==> src/hdl/kwslm_pkg.sv <==
// ----------------------------------------------------------------------------
// kwslm_pkg
// Shared types, constants and control bundles for the k-way sorted list merge.
// ----------------------------------------------------------------------------
package kwslm_pkg;

	// Default sizes of the list store.
	localparam int NUM_LISTS_DEF  = 14;
	localparam int LIST_DEPTH_DEF = 16;

	// Fixed payload widths.
	localparam int DIST_W = 31;
	localparam int ID_W   = 32;
	localparam int LIDX_W = 4;
	localparam int POS_W  = 4;
	localparam int SLOT_W = 4;

	// Largest finite single-precision value, as raw bits.
	localparam logic [DIST_W-1:0] MAX_FINITE = 31'h7F7F_FFFF;

	// Request kinds.
	localparam logic KIND_LOAD  = 1'b0;
	localparam logic KIND_MERGE = 1'b1;

	// One stored list entry.
	typedef struct packed {
		logic [DIST_W-1:0] distance;
		logic [ID_W-1:0]   id;
	} ent_t;

	// Controller states.
	typedef enum logic [1:0] {
		ST_IDLE,
		ST_SCAN,
		ST_EMIT
	} state_t;

	// Commands from the controller to the datapath.
	typedef struct packed {
		logic load_we;
		logic merge_init;
		logic scan_step;
		logic emit;
	} cmd_t;

	// Status from the datapath to the controller.
	typedef struct packed {
		logic scan_done;
		logic slot_zero;
		logic out_busy;
	} sts_t;

endpackage

==> src/hdl/kwslm_ctrl.sv <==
// ----------------------------------------------------------------------------
// kwslm_ctrl
// Controller state machine: takes requests, sequences head scans and results.
// ----------------------------------------------------------------------------
module kwslm_ctrl (
	input  logic              clk,
	input  logic              arst_n,
	input  logic              in_valid,
	output logic              in_ready,
	input  logic              kind,
	input  kwslm_pkg::sts_t   sts,
	output kwslm_pkg::cmd_t   cmd
);
	import kwslm_pkg::*;

	state_t state_q;
	state_t state_nxt;

	// State register.
	always_ff @(posedge clk or negedge arst_n) begin
		if (!arst_n) begin
			state_q <= ST_IDLE;
		end else begin
			state_q <= state_nxt;
		end
	end

	// Next state and commands.
	always_comb begin
		state_nxt = state_q;
		cmd       = '0;
		in_ready  = 1'b0;
		unique case (state_q)
			ST_IDLE: begin
				in_ready = 1'b1;
				if (in_valid) begin
					if (kind == KIND_MERGE) begin
						cmd.merge_init = 1'b1;
						state_nxt      = ST_SCAN;
					end else begin
						cmd.load_we = 1'b1;
					end
				end
			end
			ST_SCAN: begin
				cmd.scan_step = 1'b1;
				if (sts.scan_done) begin
					state_nxt = ST_EMIT;
				end
			end
			ST_EMIT: begin
				// The result leaves only once the output register can take it.
				if (!sts.out_busy) begin
					cmd.emit  = 1'b1;
					state_nxt = sts.slot_zero ? ST_IDLE : ST_SCAN;
				end
			end
			default: begin
				state_nxt = ST_IDLE;
			end
		endcase
	end

endmodule

==> config.mk <==
export PLATFORM = sky130hd
export DESIGN_NAME = kwslm_ctrl
export DESIGN_NICKNAME = d
export VERILOG_FILES = /design/src/hdl/kwslm_pkg.sv /design/src/hdl/kwslm_ctrl.sv
export SDC_FILE = /design/constraint.sdc
export NUM_CORES = 1
export LEC_CHECK = 0
export ABC_CLOCK_PERIOD_IN_PS = 1200
export BUFFER_PORTS_ARGS = -buffer_cell sky130_fd_sc_hd__buf_2
export CAP_MARGIN = 15
export CORE_AREA = 10 10 47 49
export DETAILED_ROUTE_END_ITERATION = 12
export DIE_AREA = 0 0 57 59
export REMOVE_ABC_BUFFERS = 1
export SLEW_MARGIN = 20
export SYNTH_ARGS = -nofsm -noshare
export SYNTH_HDL_FRONTEND = slang
export SYNTH_SLANG_ARGS = --single-unit
==> constraint.sdc <==
create_clock -name clk -period 1.2 [get_ports clk]
set_input_delay 0.18 -clock clk [delete_from_list [all_inputs] [get_ports clk]]
set_output_delay 0.18 -clock clk [all_outputs]
set_load 0.02 [all_outputs]
After elaboration in Yosys (flattened, before gate mapping)
Cells that the tools add are included.
{"block": "word_totals", "register_bits": 2, "latch_bits": 0, "ram_bits": 0, "mem_bits_ro": 0, "out_inout_bits": 5, "mem_count": 0}
{"block": "op_classes", "add_sub_neg": 0, "mul": 0, "div": 0, "magnitude_cmp": 0, "eq_ne": 6, "shifts": 0, "mux": 14, "n_bitwise": 0, "reduce_logical": 2}
{"operator": "two-way mux 2 bit", "count": 6}
{"operator": "inequality test 2 bit (second input constant)", "count": 4}
{"operator": "two-way mux 1 bit", "count": 7}
{"operator": "case mux 2 bit (3 select lines)", "count": 1}
{"operator": "AND reduction 4 bit", "count": 1}
{"operator": "equality test 2 x 1 -> 1 bit (second input constant)", "count": 1}
{"operator": "equality test 2 bit (second input constant)", "count": 1}
{"operator": "logical NOT 2 bit", "count": 1}

Depth between registers and ports, before layout
{"block": "depth", "depth_word": 3, "depth_mapped": 2}

Worst setup path before layout
OpenSTA, ideal clock, no wires.
{"block": "synth_path", "path_type": "register to output", "from": "register state_q[0]", "to": "output port cmd[3] (netlist name)", "arrival_ps": 1216, "path_slack_ps": -196, "stages_incl_launch_ff": 2, "n_path_buf": 0, "path_cell_list": "dfrtp_1 -> nor4b_1"}
{"item": "from (decl)", "line": "kwslm_ctrl.sv:16", "rtl": "state_t state_q;"}
{"item": "from (signal assigned)", "line": "kwslm_ctrl.sv:24", "rtl": "state_q <= state_nxt;"}
{"item": "to (decl)", "line": "kwslm_ctrl.sv:12", "rtl": "output kwslm_pkg::cmd_t cmd"}

==> results.md <==
* Max Cap Viol at 0
* Failing checks: negative setup slack
* Area Overhead vs Synth at 103.7%
* TritonCTS clock tree: done
* Final hold violations at 0
* RR Startpoint: state_q[1]
* Biggest regs: state_q x2
* Mux contribution to synthesized area at 0%
* Largest register FFs at 2
* Critical path, cell by cell: nor4bb_4 -> buf_4
* Vias at between 150 and 200
* Tot GR Track Use at approximately 3.3%
* Max-slew violation count at 0
* Required time of the critical path at 1.02 ns
* Post-Synth Adder-Cell Area at 0%
* Initial DRC count at 0
* Share of cells above drive strength 1 at roughly 72%
* Skew final at roughly 0.0034 ns
* Post-synth EDFFs at 0
* Clk_lat worst skew at 0.23 ns
* Synth Cell Area at between 100 and 150 um^2
* Slowest CP cell: dfrtp_2
* Die X at 57 um
* Drt first pass iters at 1
* Crit-path max FO at 6
* Gr ovfl total at 0
* Syn_area_per_cell at 10.39 um^2
* Final setup violating endpoints at 4
* Crit path max-delay family: flip-flops
* Unique masters post-synth at 11
* Startpoint types: flop
* Pleak at roughly 0.14 nW
* Global-route wire length before repair at 724 um
* Fin crit share at 112.0%
* Largest net degree at the start of global routing at 7
* Leading area contributor after synthesis: dfrtp_1
* Initial Util at under 10%
* Outcome: finished with violations
* Full die area at 0.003363 mm^2
* Pwr per Cell Area at ~2100 mW/mm^2
* CTS root buffer: clkbuf_4
* Final WL at between 400 and 500 um
* Reg2reg setup slack at around 0.04 ns
* Place WS at approximately 0.004 ns
* Biggest register: state_q
* Synth top cells by count: dfrtp_1 (2), inv_1 (2)
* Critical Path Source: state_q[1]
* Crit end category: output pin
* Die height at approximately 60 um
* CP max stage delay at 0.44 ns
* Final min period at 1.344 ns
* Cells after Synth at 13
* Top cells by area, synth: dfrtp_1 (37%), nor4bb_2 (12%), nor3b_2 (9.3%)
* Vias per cell at about 3.7
* Yosys warnings at 0
* Max Freq at 744.2 MHz
* Placement Rows at 14
* Hold path startpoint: sts[2]
* Synth Area in XOR/XNOR at 0%
* Worst hold margin at between 0.15 and 0.2 ns
* Hold/Removal Path Class: in2reg
* Synth Area in Compound Gates at ~14%
* Routed Antenna Nets at 0
* FFs w/ async S/R, synth at between 90% and 100%
* Num ports at 12
* PnR worst setup slack at -0.1437 ns
* Share of the synthesized area in the top cell type at a little under two fifths
* Total CTS buffers at 3
* IO Port Bufs at 11
* Worst Tran Pin Value at 0.2180 ns
* Critical path destination: cmd[2]
* CP Buf/Inv Count at 1
* Sink Count at 2
* CTS H-tree lvls at 1
* Critical path data arrival time at 1.16 ns
* WL/cell at just over 10 um
* VDD IR-drop max at between 500 and 600 uV
* Simple-gate area share of the yosys netlist at 37.96%
* Clock transition at path regs at ~0.030 ns
* Relative slew slack at between 80% and 90%
* Clock Path Buffers at 2
* Main combinational cell family by area after synthesis: simple AND/OR/NAND/NOR gates
* Sequential share of the synthesized area at a little under two fifths
* Vias in the first global route at 178
* Reg2reg path depth at 3
* Critical R2R Capture: state_q[0]
* Fin util at roughly a fifth
* RSZ-0062 raised after global routing: true
* DP Wirelength at roughly 370 um
* Worst setup path class: reg2out
* Initial antenna violation count at 0
* GP Congestion at 0.7017
* Cell count along the critical path at 2
* N_diodes at 0
* #FFs+latches synth at 2
* Core Region at 0.001401 mm^2
* Final net count at 38
* Primary FF master, synth: dfrtp_1
* DRC Markers at 0
## kinds of logic after synthesis
kind of cell	after synthesis
buffers and inverters	3
DFF	2
and+or+nand+nor	6
AOI/OAI and AO/OA	2
## worst min-delay path by stage
stage | to | depth (start not counted) | slack, ns
finish | state_q[1] | 2 | 0.18
CTS | state_q[1] | 2 | 0.17
floorplan | state_q[0] | 0 | -0.12
detailed placement | state_q[0] | 1 | -0.03
global route | state_q[1] | 2 | 0.18
global placement | state_q[1] | 1 | -0.03
## metrics by stage
step           area [um^2]  cells  TNS, ns  total power, mW
6_report             275.3     45  -0.3477           0.5880
5_1_grt              275.3     45  -0.5707           0.6294
4_1_cts              266.5     45  -0.4013           0.5864
3_5_place_dp         202.7     39        0           0.3823
3_3_place_gp         202.7     39        0           0.3791
2_1_floorplan        127.6     12  -0.2634           0.2914
## where the power goes
| group | internal (mW) | total [mW] | switching, mW |
|---|---|---|---|
| logic | 0.133 | 0.273 | 0.140 |
| clock network | 0.110 | 0.149 | 0.0391 |
| registers | 0.102 | 0.165 | 0.0634 |
## cell usage in the layout, fill, tap and decap left out
master | Yosys | routed
inv_1 | 2 | 2
buf_2 | 0 | 8
o2bb2ai_1 | 1 | 1
dfrtp_2 | 0 | 2
nor4b_2 | 0 | 1
nor2_1 | 1 | 1
nor4bb_4 | 0 | 1
dlygate4sd3_1 | 0 | 1
nand2_1 | 1 | 1
clkbuf_4 | 0 | 3
buf_4 | 1 | 5
nor2b_1 | 1 | 1
nor3b_2 | 1 | 1
a221o_1 | 1 | 1
## metal layers
metal	track usage [%]	wire (um)	vias to the layer above
li1	-	-	79
met5	0	0	-
met4	7.047	41	0
met3	2.790	74	4
met1	3.333	219	69
met2	2.326	131	14
## cell type report
cell class / count / area, um^2
repair buffers: 14 / 87.58
clock buffers: 3 / 22.52
well taps: 16 / 20.02
flip-flops and latches: 2 / 52.55
multi-input cells: 8 / 85.08
fillers: 169 / 1126
inverters: 2 / 7.507
## timing repair
item	4_1_cts	5_1_grt
resized for setup	6	1
buffers inserted	2	0
pin swaps	3	0
hold buffers	1	0
endpoints found under the setup margin	4	4
hold endpoints to repair	2	0
## worst reg2reg max path, stage by stage (launching register included)
cell	delay (ns)
dfrtp_2	0.44
nor3b_2	0.18
buf_4	0.13
a221o_1	0.28
Power figures use the tool's default switching activity.
